--- src/lsb_pkg.sv ---
package lsb_pkg;

  localparam int BIN_W      = 5;
  localparam int MAG_W      = 16;
  localparam int HEIGHT_W   = 8;
  localparam int LEVEL_W    = 8;
  localparam int COARSE_W   = 4;
  localparam int FINE_W     = 5;
  localparam int GROUP_SIZE = 16;
  localparam int GROUP_CNT  = 8;
  localparam int EDGE_COUNT = 129;
  localparam int QUEUE_DEPTH = 2;

  localparam logic [HEIGHT_W-1:0] MAX_HEIGHT = 8'd128;
  localparam logic [HEIGHT_W-1:0] DECAY_STEP = 8'd2;
  localparam logic [LEVEL_W-1:0]  LAST_EDGE  = 8'(EDGE_COUNT - 1);

  // Input kind codes.
  localparam logic KIND_UPDATE = 1'b0;
  localparam logic KIND_CLEAR  = 1'b1;

  typedef enum logic [0:0] {
    OP_UPDATE = 1'b0,
    OP_CLEAR  = 1'b1
  } op_t;

  typedef struct packed {
    op_t                op;
    logic [BIN_W-1:0]   bin;
    logic [LEVEL_W-1:0] level;
  } queue_item_t;

  // Threshold k is ceil(32*10^((k+1)/64)); the level is how many of them are reached.
  localparam logic [MAG_W-1:0] LEVEL_EDGES [0:EDGE_COUNT-1] = '{
    16'd34, 16'd35, 16'd36, 16'd37, 16'd39, 16'd40, 16'd42, 16'd43, 16'd45, 16'd46,
    16'd48, 16'd50, 16'd52, 16'd53, 16'd55, 16'd57, 16'd59, 16'd62, 16'd64, 16'd66,
    16'd69, 16'd71, 16'd74, 16'd76, 16'd79, 16'd82, 16'd85, 16'd88, 16'd91, 16'd95,
    16'd98, 16'd102, 16'd105, 16'd109, 16'd113, 16'd117, 16'd122, 16'd126, 16'd131,
    16'd135, 16'd140, 16'd146, 16'd151, 16'd156, 16'd162, 16'd168, 16'd174, 16'd180,
    16'd187, 16'd194, 16'd201, 16'd208, 16'd216, 16'd224, 16'd232, 16'd240, 16'd249,
    16'd258, 16'd268, 16'd278, 16'd288, 16'd298, 16'd309, 16'd320, 16'd332, 16'd344,
    16'd357, 16'd370, 16'd384, 16'd398, 16'd412, 16'd427, 16'd443, 16'd459, 16'd476,
    16'd493, 16'd511, 16'd530, 16'd549, 16'd570, 16'd590, 16'd612, 16'd634, 16'd658,
    16'd682, 16'd707, 16'd733, 16'd759, 16'd787, 16'd816, 16'd846, 16'd877, 16'd909,
    16'd942, 16'd977, 16'd1012, 16'd1049, 16'd1088, 16'd1128, 16'd1169, 16'd1212,
    16'd1256, 16'd1302, 16'd1350, 16'd1399, 16'd1451, 16'd1504, 16'd1559, 16'd1616,
    16'd1675, 16'd1736, 16'd1800, 16'd1866, 16'd1934, 16'd2005, 16'd2079, 16'd2155,
    16'd2234, 16'd2315, 16'd2400, 16'd2488, 16'd2579, 16'd2674, 16'd2772, 16'd2873,
    16'd2978, 16'd3087, 16'd3200, 16'd3318
  };

endpackage

--- src/log_spectrum_bar_peak_decay.sv ---
// Channel | Handshake            | Fields                              | Direction
// input   | in_valid, in_ready   | in_kind, in_bin_index, in_magnitude | in
// result  | out_valid, out_ready | out_bin, out_bar_height             | out
//
// One beat is accepted per cycle and one result leaves per cycle, sustained,
// while out_ready is high. An update passes from input beat to result through
// the front stage, the queue, the read-modify-write stage on the height memory,
// and the output register. Reset empties the pipeline and marks every bar as
// zero. A stalled result port backs up through the queue to in_ready; clear beats
// still drain, since they give no result.
module log_spectrum_bar_peak_decay #(
  parameter int NUM_BINS = 32
) (
  input  logic                         clk,
  input  logic                         rst_n,
  input  logic                         in_valid,
  output logic                         in_ready,
  input  logic                         in_kind,
  input  logic [lsb_pkg::BIN_W-1:0]    in_bin_index,
  input  logic [lsb_pkg::MAG_W-1:0]    in_magnitude,
  output logic                         out_valid,
  input  logic                         out_ready,
  output logic [lsb_pkg::BIN_W-1:0]    out_bin,
  output logic [lsb_pkg::HEIGHT_W-1:0] out_bar_height
);

  // The front stage finds the level from the threshold table in two halves:
  // a coarse count over every sixteenth threshold before the register, and a
  // fine count inside the chosen group after it. Updates to bins outside the bar
  // range are dropped there. Clear and update beats then wait in a two-entry queue.
  logic                 push_valid;
  logic                 push_ready;
  lsb_pkg::queue_item_t push_item;
  logic                 pop_valid;
  logic                 pop_ready;
  lsb_pkg::queue_item_t pop_item;

  lsb_front #(
    .NUM_BINS (NUM_BINS)
  ) u_front (
    .clk          (clk),
    .rst_n        (rst_n),
    .in_valid     (in_valid),
    .in_ready     (in_ready),
    .in_kind      (in_kind),
    .in_bin_index (in_bin_index),
    .in_magnitude (in_magnitude),
    .push_valid   (push_valid),
    .push_ready   (push_ready),
    .push_item    (push_item)
  );

  lsb_queue u_queue (
    .clk        (clk),
    .rst_n      (rst_n),
    .push_valid (push_valid),
    .push_ready (push_ready),
    .push_item  (push_item),
    .pop_valid  (pop_valid),
    .pop_ready  (pop_ready),
    .pop_item   (pop_item)
  );

  // The back stage reads the stored height when an item leaves the queue and
  // writes the new one when that item moves on. Back-to-back beats to the same
  // bin take the freshly computed height instead of the memory data.
  lsb_back #(
    .NUM_BINS (NUM_BINS)
  ) u_back (
    .clk            (clk),
    .rst_n          (rst_n),
    .pop_valid      (pop_valid),
    .pop_ready      (pop_ready),
    .pop_item       (pop_item),
    .out_valid      (out_valid),
    .out_ready      (out_ready),
    .out_bin        (out_bin),
    .out_bar_height (out_bar_height)
  );

endmodule

--- src/lsb_ram.sv ---
module lsb_ram #(
  parameter int WIDTH = 8,
  parameter int DEPTH = 32
) (
  input  logic                                      clk,
  input  logic                                      we,
  input  logic [$clog2((DEPTH > 1) ? DEPTH : 2)-1:0] waddr,
  input  logic [WIDTH-1:0]                          wdata,
  input  logic                                      re,
  input  logic [$clog2((DEPTH > 1) ? DEPTH : 2)-1:0] raddr,
  output logic [WIDTH-1:0]                          rdata
);

  logic [WIDTH-1:0] mem [0:DEPTH-1];
  logic [WIDTH-1:0] rdata_r;

  always_ff @(posedge clk) begin
    if (we) begin
      mem[waddr] <= wdata;
    end
    if (re) begin
      rdata_r <= mem[raddr];
    end
  end

  assign rdata = rdata_r;

endmodule

--- src/lsb_front.sv ---
module lsb_front #(
  parameter int NUM_BINS = 32
) (
  input  logic                      clk,
  input  logic                      rst_n,
  input  logic                      in_valid,
  output logic                      in_ready,
  input  logic                      in_kind,
  input  logic [lsb_pkg::BIN_W-1:0] in_bin_index,
  input  logic [lsb_pkg::MAG_W-1:0] in_magnitude,
  output logic                      push_valid,
  input  logic                      push_ready,
  output lsb_pkg::queue_item_t      push_item
);

  logic                         f1_valid_r;
  lsb_pkg::op_t                 f1_op_r;
  logic [lsb_pkg::BIN_W-1:0]    f1_bin_r;
  logic [lsb_pkg::MAG_W-1:0]    f1_mag_r;
  logic [lsb_pkg::COARSE_W-1:0] f1_coarse_r;

  logic [lsb_pkg::COARSE_W-1:0] coarse_nxt;
  logic                         in_range;
  logic                         keep;
  logic [lsb_pkg::FINE_W-1:0]   fine;
  logic [lsb_pkg::LEVEL_W-1:0]  level;

  // Coarse level: how many complete groups of sixteen thresholds are reached.
  always_comb begin
    coarse_nxt = '0;
    for (int g = 0; g < lsb_pkg::GROUP_CNT; g++) begin
      if (in_magnitude >= lsb_pkg::LEVEL_EDGES[g * lsb_pkg::GROUP_SIZE +
                                               lsb_pkg::GROUP_SIZE - 1]) begin
        coarse_nxt = coarse_nxt + 4'd1;
      end
    end
  end

  assign in_range = (9'(in_bin_index) < 9'(NUM_BINS));
  assign keep     = (in_kind == lsb_pkg::KIND_CLEAR) || in_range;
  assign in_ready = !f1_valid_r || push_ready;

  // Out-of-range updates are taken and dropped here.
  always_ff @(posedge clk) begin
    if (!rst_n) begin
      f1_valid_r <= 1'b0;
    end else if (in_ready) begin
      f1_valid_r <= in_valid && keep;
    end
  end

  always_ff @(posedge clk) begin
    if (in_valid && in_ready) begin
      f1_op_r     <= (in_kind == lsb_pkg::KIND_CLEAR) ? lsb_pkg::OP_CLEAR
                                                      : lsb_pkg::OP_UPDATE;
      f1_bin_r    <= in_bin_index;
      f1_mag_r    <= in_magnitude;
      f1_coarse_r <= coarse_nxt;
    end
  end

  // Fine level: thresholds reached inside the selected group.
  always_comb begin
    logic [lsb_pkg::LEVEL_W-1:0] idx;
    logic [lsb_pkg::LEVEL_W-1:0] idx_c;
    fine = '0;
    for (int j = 0; j < lsb_pkg::GROUP_SIZE; j++) begin
      idx   = {f1_coarse_r, 4'(j)};
      idx_c = (idx > lsb_pkg::LAST_EDGE) ? lsb_pkg::LAST_EDGE : idx;
      if ((idx <= lsb_pkg::LAST_EDGE) && (f1_mag_r >= lsb_pkg::LEVEL_EDGES[idx_c])) begin
        fine = fine + 5'd1;
      end
    end
  end

  assign level = {f1_coarse_r, 4'b0000} + 8'(fine);

  assign push_valid      = f1_valid_r;
  assign push_item.op    = f1_op_r;
  assign push_item.bin   = f1_bin_r;
  assign push_item.level = level;

endmodule

--- src/lsb_queue.sv ---
module lsb_queue (
  input  logic                 clk,
  input  logic                 rst_n,
  input  logic                 push_valid,
  output logic                 push_ready,
  input  lsb_pkg::queue_item_t push_item,
  output logic                 pop_valid,
  input  logic                 pop_ready,
  output lsb_pkg::queue_item_t pop_item
);

  localparam int PW = (lsb_pkg::QUEUE_DEPTH > 1) ? $clog2(lsb_pkg::QUEUE_DEPTH) : 1;
  localparam int CW = $clog2(lsb_pkg::QUEUE_DEPTH + 1);

  lsb_pkg::queue_item_t slots_r [0:lsb_pkg::QUEUE_DEPTH-1];
  logic [PW-1:0] wr_ptr_r, wr_ptr_nxt;
  logic [PW-1:0] rd_ptr_r, rd_ptr_nxt;
  logic [CW-1:0] count_r, count_nxt;
  logic          push, pop;

  assign push_ready = (count_r != CW'(lsb_pkg::QUEUE_DEPTH));
  assign pop_valid  = (count_r != '0);
  assign push       = push_valid && push_ready;
  assign pop        = pop_valid && pop_ready;
  assign pop_item   = slots_r[rd_ptr_r];

  always_comb begin
    wr_ptr_nxt = wr_ptr_r;
    rd_ptr_nxt = rd_ptr_r;
    count_nxt  = count_r;
    if (push) begin
      wr_ptr_nxt = (wr_ptr_r == PW'(lsb_pkg::QUEUE_DEPTH - 1)) ? '0 : wr_ptr_r + 1'b1;
    end
    if (pop) begin
      rd_ptr_nxt = (rd_ptr_r == PW'(lsb_pkg::QUEUE_DEPTH - 1)) ? '0 : rd_ptr_r + 1'b1;
    end
    if (push && !pop) begin
      count_nxt = count_r + 1'b1;
    end else if (pop && !push) begin
      count_nxt = count_r - 1'b1;
    end
  end

  always_ff @(posedge clk) begin
    if (!rst_n) begin
      wr_ptr_r <= '0;
      rd_ptr_r <= '0;
      count_r  <= '0;
    end else begin
      wr_ptr_r <= wr_ptr_nxt;
      rd_ptr_r <= rd_ptr_nxt;
      count_r  <= count_nxt;
    end
  end

  always_ff @(posedge clk) begin
    if (push) begin
      slots_r[wr_ptr_r] <= push_item;
    end
  end

  a_count_bounded: assert property (@(posedge clk) disable iff (!rst_n)
    count_r <= CW'(lsb_pkg::QUEUE_DEPTH))
    else $error("queue count above depth");

  a_count_tracks: assert property (@(posedge clk) disable iff (!rst_n)
    (push && !pop) |=> (count_r == $past(count_r) + 1'b1))
    else $error("queue count missed a push");

  a_no_pop_empty: assert property (@(posedge clk) disable iff (!rst_n)
    (count_r == '0) |-> !pop)
    else $error("queue popped while empty");

endmodule

--- src/lsb_back.sv ---
module lsb_back #(
  parameter int NUM_BINS = 32
) (
  input  logic                         clk,
  input  logic                         rst_n,
  input  logic                         pop_valid,
  output logic                         pop_ready,
  input  lsb_pkg::queue_item_t         pop_item,
  output logic                         out_valid,
  input  logic                         out_ready,
  output logic [lsb_pkg::BIN_W-1:0]    out_bin,
  output logic [lsb_pkg::HEIGHT_W-1:0] out_bar_height
);

  localparam int AW = (NUM_BINS > 1) ? $clog2(NUM_BINS) : 1;

  logic                          b1_valid_r;
  lsb_pkg::queue_item_t          b1_item_r;
  logic                          vb_r;
  logic                          hit_r;
  logic                          kill_r;
  logic [lsb_pkg::HEIGHT_W-1:0]  fwd_r;
  logic [NUM_BINS-1:0]           valid_bits_r;
  logic                          out_valid_r;
  logic [lsb_pkg::BIN_W-1:0]     out_bin_r;
  logic [lsb_pkg::HEIGHT_W-1:0]  out_bar_height_r;

  logic                          b1_fire;
  logic                          b1_clear;
  logic                          pop;
  logic                          we;
  logic [AW-1:0]                 b1_addr;
  logic [AW-1:0]                 pop_addr;
  logic [lsb_pkg::HEIGHT_W-1:0]  rdata;
  logic [lsb_pkg::HEIGHT_W-1:0]  h_old;
  logic [lsb_pkg::HEIGHT_W-1:0]  h_step;
  logic [lsb_pkg::HEIGHT_W-1:0]  h_new;

  assign b1_clear  = (b1_item_r.op == lsb_pkg::OP_CLEAR);
  assign b1_fire   = b1_valid_r && (b1_clear || !out_valid_r || out_ready);
  assign pop_ready = !b1_valid_r || b1_fire;
  assign pop       = pop_valid && pop_ready;
  assign we        = b1_fire && !b1_clear;
  assign b1_addr   = AW'(b1_item_r.bin);
  assign pop_addr  = AW'(pop_item.bin);

  lsb_ram #(
    .WIDTH (lsb_pkg::HEIGHT_W),
    .DEPTH (NUM_BINS)
  ) u_heights (
    .clk   (clk),
    .we    (we),
    .waddr (b1_addr),
    .wdata (h_new),
    .re    (pop),
    .raddr (pop_addr),
    .rdata (rdata)
  );

  // The item ahead may have written this bin or cleared all bars in the cycle the
  // read was issued; those cases override the memory data.
  always_comb begin
    if (kill_r) begin
      h_old = '0;
    end else if (hit_r) begin
      h_old = fwd_r;
    end else if (vb_r) begin
      h_old = rdata;
    end else begin
      h_old = '0;
    end
  end

  always_comb begin
    if (h_old < b1_item_r.level) begin
      h_step = b1_item_r.level;
    end else if (h_old > 8'd1) begin
      h_step = h_old - lsb_pkg::DECAY_STEP;
    end else begin
      h_step = '0;
    end
    h_new = (h_step > lsb_pkg::MAX_HEIGHT) ? lsb_pkg::MAX_HEIGHT : h_step;
  end

  always_ff @(posedge clk) begin
    if (!rst_n) begin
      b1_valid_r   <= 1'b0;
      valid_bits_r <= '0;
      out_valid_r  <= 1'b0;
    end else begin
      if (pop_ready) begin
        b1_valid_r <= pop_valid;
      end
      if (b1_fire && b1_clear) begin
        valid_bits_r <= '0;
      end else if (we) begin
        valid_bits_r[b1_addr] <= 1'b1;
      end
      if (we) begin
        out_valid_r <= 1'b1;
      end else if (out_ready) begin
        out_valid_r <= 1'b0;
      end
    end
  end

  always_ff @(posedge clk) begin
    if (pop) begin
      b1_item_r <= pop_item;
      vb_r      <= valid_bits_r[pop_addr];
      hit_r     <= we && (b1_item_r.bin == pop_item.bin);
      kill_r    <= b1_fire && b1_clear;
      fwd_r     <= h_new;
    end
    if (we) begin
      out_bin_r        <= b1_item_r.bin;
      out_bar_height_r <= h_new;
    end
  end

  assign out_valid      = out_valid_r;
  assign out_bin        = out_bin_r;
  assign out_bar_height = out_bar_height_r;

  a_height_clamped: assert property (@(posedge clk) disable iff (!rst_n)
    out_valid_r |-> (out_bar_height_r <= lsb_pkg::MAX_HEIGHT))
    else $error("bar height above limit");

  a_clear_empties: assert property (@(posedge clk) disable iff (!rst_n)
    (b1_fire && b1_clear) |=> (valid_bits_r == '0))
    else $error("clear left a bar marked valid");

  a_fwd_exclusive: assert property (@(posedge clk) disable iff (!rst_n)
    b1_valid_r |-> $onehot0({hit_r, kill_r}))
    else $error("forward hit and clear at once");

  a_pop_loads: assert property (@(posedge clk) disable iff (!rst_n)
    pop |=> b1_valid_r)
    else $error("popped item lost");

endmodule

--- config.mk ---
export PLATFORM = sky130hd
export DESIGN_NAME = log_spectrum_bar_peak_decay
export DESIGN_NICKNAME = d
export VERILOG_FILES = /design/src/lsb_pkg.sv /design/src/log_spectrum_bar_peak_decay.sv /design/src/lsb_ram.sv /design/src/lsb_front.sv /design/src/lsb_queue.sv /design/src/lsb_back.sv
export SDC_FILE = /design/constraint.sdc
export NUM_CORES = 1
export LEC_CHECK = 0
export ABC_CLOCK_PERIOD_IN_PS = 37500
export BUFFER_PORTS_ARGS = -buffer_cell sky130_fd_sc_hd__buf_2
export CORE_UTILIZATION = 40
export CTS_CLUSTER_DIAMETER = 60
export DETAILED_ROUTE_END_ITERATION = 12
export GPL_TIMING_DRIVEN = 0
export PLACE_DENSITY = 0.52
export SLEW_MARGIN = 40
export SYNTH_ARGS = -nofsm -noshare
export SYNTH_HDL_FRONTEND = slang
export SYNTH_HIERARCHICAL = 1
export SYNTH_SLANG_ARGS = --single-unit
--- constraint.sdc ---
create_clock -name clk -period 37.5 [get_ports clk]
set_input_delay 0 -clock clk [delete_from_list [all_inputs] [get_ports clk]]
set_output_delay 0 -clock clk [all_outputs]
set_load 0.02 [all_outputs]
* Word level (Yosys, flattened, before mapping) *
Memories as Yosys holds them, arrays and structs flattened. A register that Yosys moved wholly into a read port is not among the register bits.
Cells that the tools add are included.

cells by class
  add/sub/neg operators = 28
  order comparisons = 78
  eq/ne operators = 2
  mux-type cells = 95
  bitwise logic cells = 18
  reduce and logical (&&, ||, !) cells = 40

operators by type and width
  operator                                                        count
  2-to-1 mux 16 bit                                               32
  >= comparator 16 bit                                            16
  2-to-1 mux 8 bit                                                22
  >= comparator 9 bit (second input constant)                     16
  NOT 8 -> 9 bit                                                  16
  greater-than comparator 8 bit (second input constant)           17
  <= comparator 8 bit (second input constant)                     16
  2-to-1 mux 5 bit                                                15
  adder 5 x 1 -> 5 bit (second input constant)                    14
  >= comparator 16 x 10 -> 1 bit (second input constant)          2
  OR 32 bit                                                       1
  2-to-1 mux 4 bit                                                7
  logical AND 1 bit                                               26
  adder 4 x 1 -> 4 bit (second input constant)                    6
  >= comparator 16 x 11 -> 1 bit (second input constant)          1
  >= comparator 16 x 12 -> 1 bit (second input constant)          1
  >= comparator 16 x 6 -> 1 bit (second input constant)           1
  >= comparator 16 x 7 -> 1 bit (second input constant)           1
  >= comparator 16 x 8 -> 1 bit (second input constant)           1
  >= comparator 16 x 9 -> 1 bit (second input constant)           1
  2-to-1 mux 1 bit                                                15
  < comparator 5 x 6 -> 1 bit (second input constant)             2
  adder 8 x 5 -> 8 bit                                            1
  greater-than comparator 8 x 1 -> 1 bit (second input constant)  1
  17 further kinds                                                30

word-level totals
  flip-flop bits (word level) = 103
  bits in writable memories = 284
  ROM bits = 65536
  input port bits = 26
  memories kept = 18

memories
  name              depth  width  rd ports  clocked after Yosys merged registers in  write ports  RTL line         source
  (name not given)  256    16     1         0                                        0            lsb_front.sv:70  if ((idx <= lsb_pkg::LAST_EDGE) && (f1_mag_r >= lsb_pkg::LEVEL_EDGES[idx_c])) begin
  (name not given)  256    16     1         0                                        0            lsb_front.sv:70
  (name not given)  256    16     1         0                                        0            lsb_front.sv:70
  (name not given)  256    16     1         0                                        0            lsb_front.sv:70
  (name not given)  256    16     1         0                                        0            lsb_front.sv:70
  (name not given)  256    16     1         0                                        0            lsb_front.sv:70
  12 more memories  n/a    n/a    n/a       n/a                                      n/a          n/a

* Longest topological paths before layout *
  depth after elaboration = 40
  mapped depth = 73

* By module *
Netlist, hierarchy kept.

by module, submodules not included
  module     times used  cells each  area an instance (um^2)  seq. area each (um^2)
  lsb_ram    1           417         10133.5                  7927.6
  lsb_front  1           969         7652.3                   800.8
  lsb_back   1           290         3300.7                   1821.7
  lsb_queue  1           67          1246.2                   940.9

* Worst setup path after synthesis *
No wires, ideal clock.

  path kind = register to register
  start = register u_front/f1_coarse_r[3] (netlist bit)
  end = memory u_queue/slots_r[0][6] (netlist bit), data pin
  data arrival time = 12467 ps
  required time = 37227 ps
  path slack = 24760 ps
  stages on the path, launching flop included = 74
  path buffers = 3
  path through = edfxtp_1 -> clkbuf_1 -> clkbuf_1 -> buf_1 -> nor2_1 -> ha_1 -> nand2_1 -> a21oi_1 -> ha_1 -> a21o_1 -> a21o_1 -> a21oi_1 -> nor2b_1 -> o21ai_0 -> nand2b_1 -> a21oi_1 -> nor2b_1 -> o21ai_0 -> (+38 left out) -> ha_1 -> mux2_2 -> ha_1 -> mux2_2 -> ha_1 -> mux2_2 -> ha_1 -> mux2_2 -> ha_1 -> nand2_1 -> a21oi_1 -> o21ba_2 -> a31oi_1 -> mux2i_1 -> xnor2_1 -> ha_1 -> ha_1 -> xor2_1

RTL lines
  element                   RTL line         source
  start: declaration        lsb_front.sv:20  logic [lsb_pkg::COARSE_W-1:0] f1_coarse_r;
  start signal: assignment  lsb_front.sv:58  f1_coarse_r <= coarse_nxt;
  end: declaration          lsb_queue.sv:15  lsb_pkg::queue_item_t slots_r [0:lsb_pkg::QUEUE_DEPTH-1];

==> impl_metrics.csv <==
group,metric,value,unit
status,status,"finished, final reports clean",
global_routing,grt_pass1_wl,94800,um
clocking,ctsResizeCount,0,
sta,finalCritPeriodShare,41.0,%
clocking,tritoncts,"built",
final_layout,final_cells,2658,
floorplan,num_rows,86,
sta,clock_skew,0.0199,ns
worst_setup_path,cp-start-kind,"register",
final_layout,areaGrowthSynthToFinish,14.8,%
floorplan,io_pins,41,
worst_setup_path,cp.required,37.80,ns
clocking,cts_root_buf,"clkbuf_16",
synthesis,synth_area,22300,um^2
power_and_ir_drop,cellPowerDensity,75.7,nW/um^2
sta,worstMarginPinSlew,0.945,ns
worst_setup_path,critical-path-slowest-cell,"clkbuf_1",
sta,period_needed,15.37,ns
clocking,clock_latency,0.59,ns
synthesis,synth.top_cell.area_share,47.9,%
power_and_ir_drop,peakVddDrop,0.0463,mV
worst_setup_path,worstSetupEndpointType,"register",
clocking,htreeDepth,2,
sta,fin_setup_tns,0,ns
floorplan,die_w,238,um
floorplan,start_util,40.5,%
detailed_routing,post_drt_wl_per_cell,23.4,um
synthesis,ys.flop_type,"edfxtp_1",
placement,io_buffers,40,
clocking,cts_buffers,46,
synthesis,yosysTopAreaCell,"edfxtp_1",
clocking,clock_path_buffers,3,
sta,fmax,0.0651,GHz
worst_setup_path,cp_max_fo,10,
synthesis,async_flop_share,0,%
detailed_routing,drc,0,
detailed_routing,vias,15000,
final_layout,antenna_cells,0,
sta,slew_viol_final,0,
detailed_routing,ant_nets,0,
worst_setup_path,slowest_delay,0.63,ns
detailed_routing,drt_iter0_markers,1056,
placement,gp_congestion,0.987,
global_routing,track_usage,22.3,%
worst_setup_path,worst-setup-path-type,"reg2reg",
placement,post-place-cells,2546,
sta,setup_viol,0,
synthesis,yosysMostFrequentCell,"edfxtp_1",
synthesis,synth-edff-count,356,
synthesis,syn_inst,1743,
global_routing,grt_overflow,0,
synthesis,synthTopCellsByArea,"edfxtp_1, ha_1, mux4_2, dfxtp_1, nor2_1",
power_and_ir_drop,leakagePower,9.45,nW
sta,hold_violations,0,
global_routing,first_global_vias,15200,
detailed_routing,routed_via_density,5.64,
synthesis,ys_seq_area_share,51.5,%
sta,timing.final.ws_setup,22.13,ns
sta,grt_setup_unrepaired,"false",
flow_run,cap_violations,0,
floorplan,die_h,238,um
worst_setup_path,worstPathArrival,15.67,ns
floorplan,core-area,55100,um^2
placement,dp_hpwl,45200,um
final_layout,nets,2095,
worst_setup_path,critical_path.most_common_cell,"ha_1",
detailed_routing,drt-pass1-iter-count,7,
floorplan,die-area,56800,um^2
synthesis,postSynthAreaPerCell,12.8,um^2
synthesis,synthTopCellsByCount,"edfxtp_1, ha_1, nor2_1",
sta,slew_headroom,36.4,%
final_layout,drive_above_1_share,17.8,%
clocking,clk_pin_slew,0.06,ns
worst_hold_path,min_path_type,"in2reg",
synthesis,ys_seq_elements,396,
synthesis,syn-num-nets,1964,
synthesis,synthDistinctLibCells,99,
global_routing,grt_max_degree,39,
placement,place_ws,22.27,ns
synthesis,ys_warn_count,6,
detailed_routing,routed_wl,62200,um
global_routing,antenna_found_initial,1,
clocking,clock-sinks,396,
[metrics by stage]
step | cell area [um^2] | total power [mW] | utilization, % | hold slack (ns)
2_1_floorplan | 22300 | 1.21 | - | 0.0989
6_report | 25600 | 1.94 | 46.5 | 0.128
3_5_place_dp | 23800 | 1.50 | 43.2 | 0.179
5_1_grt | 25600 | 2.05 | 46.5 | 0.110
3_3_place_gp | 23500 | 1.44 | 42.6 | 0.178
4_1_cts | 25600 | 1.96 | 46.5 | 0.0877
[layer usage]
metal	routed length (um)	track usage (%)
met1	27700	30.2
met2	29200	36.1
met5	0	0
met4	2390	8.88
met3	2900	3.11
[worst max-delay path, delay by kind of cell (launching register included)]
kind	cells	cell delay (ns)
AOI/OAI and AO/OA	22	3.44
and+or+nand+nor	17	1.87
xor gates and xnor gates	3	0.59
adders and majority gates	18	5.20
muxes	5	1.27
DFF	1	0.46
buffers and inverters	8	2.23
[cell type report]
cell class | instances | area (um^2)
plain buffers | 67 | 303
well taps | 748 | 936
inverters | 66 | 248
clock inverters | 25 | 299
fillers | 5011 | 29500
clock buffers | 59 | 1230
repair buffers | 83 | 722
multi-input cells | 1214 | 10400
flip-flops and latches | 396 | 11500
[state kept, by name, indices dropped and copies added (netlist names), 2 cells and up, named ones only]
name                    flops
u_back/valid_bits_r        32
u_back/fwd_r                8
u_front/f1_mag_r           16
u_back/out_bin              5
u_front/f1_coarse_r         4
u_front/f1_bin_r            5
u_back/u_heights/mem      256
u_queue/count_r             2
u_back/b1_addr              5
u_back/out_bar_height       8
u_back/u_heights/rdata      8
u_queue/slots_r            28
u_back/b1_item_r            8
[worst paths after layout]
check	start	endpoint	slack [ns]	cells past startpoint
setup / recovery	u_front/f1_coarse_r[3]	u_queue/slots_r[0][6]	22.13	73
hold / removal	in_bin_index[2]	u_front/f1_bin_r[2]	0.13	2
setup reg to reg	u_front/f1_coarse_r[3]	u_queue/slots_r[0][6]	22.13	73
hold reg to reg	u_front/f1_bin_r[2]	u_queue/slots_r[0][10]	0.46	0
[cell usage in the layout, fill, tap and decap left out, types with 11 or more instances in the layout]
| master | n |
|---|---|
| edfxtp_1 | 356 |
| clkbuf_1 | 50 |
| and2_1 | 14 |
| xor2_1 | 21 |
| nor2b_1 | 21 |
| inv_1 | 60 |
| a21o_1 | 34 |
| buf_2 | 43 |
| nor2_2 | 16 |
| buf_1 | 12 |
| a31oi_1 | 12 |
| mux2_2 | 34 |
| ha_1 | 195 |
| a21oi_1 | 124 |
| nor2_1 | 158 |
| nor3_1 | 22 |
| nand2_1 | 94 |
| nand3_1 | 25 |
| mux4_2 | 90 |
| dfxtp_1 | 40 |
| o21a_1 | 13 |
| o21ai_0 | 51 |
| nand2b_1 | 33 |
| clkbuf_16 | 46 |
| a211oi_1 | 11 |
| nand4_1 | 13 |
| xnor2_1 | 35 |
| dlygate4sd3_1 | 27 |
| nand3b_1 | 11 |
[timing repair]
item / in CTS / in global routing
buffers inserted: 0 / 0
hold buffers: 27 / 0
endpoints found under the hold margin: 32 / 0
[logic make-up after synthesis]
kind of cell    share of synthesized area [%]
xor+xnor                                 3.11
simple gates                             10.7
compound gates                           10.3
flops                                    51.5
buf+inv                                  2.45
mux                                      11.1
fa+ha+maj                                10.9
[power breakdown]
group	internal [mW]	switching [mW]
clock	0.258	0.186
combinational	0.326	0.508
sequential	0.633	0.0309
Note: power is estimated with default switching activity, not from simulation.
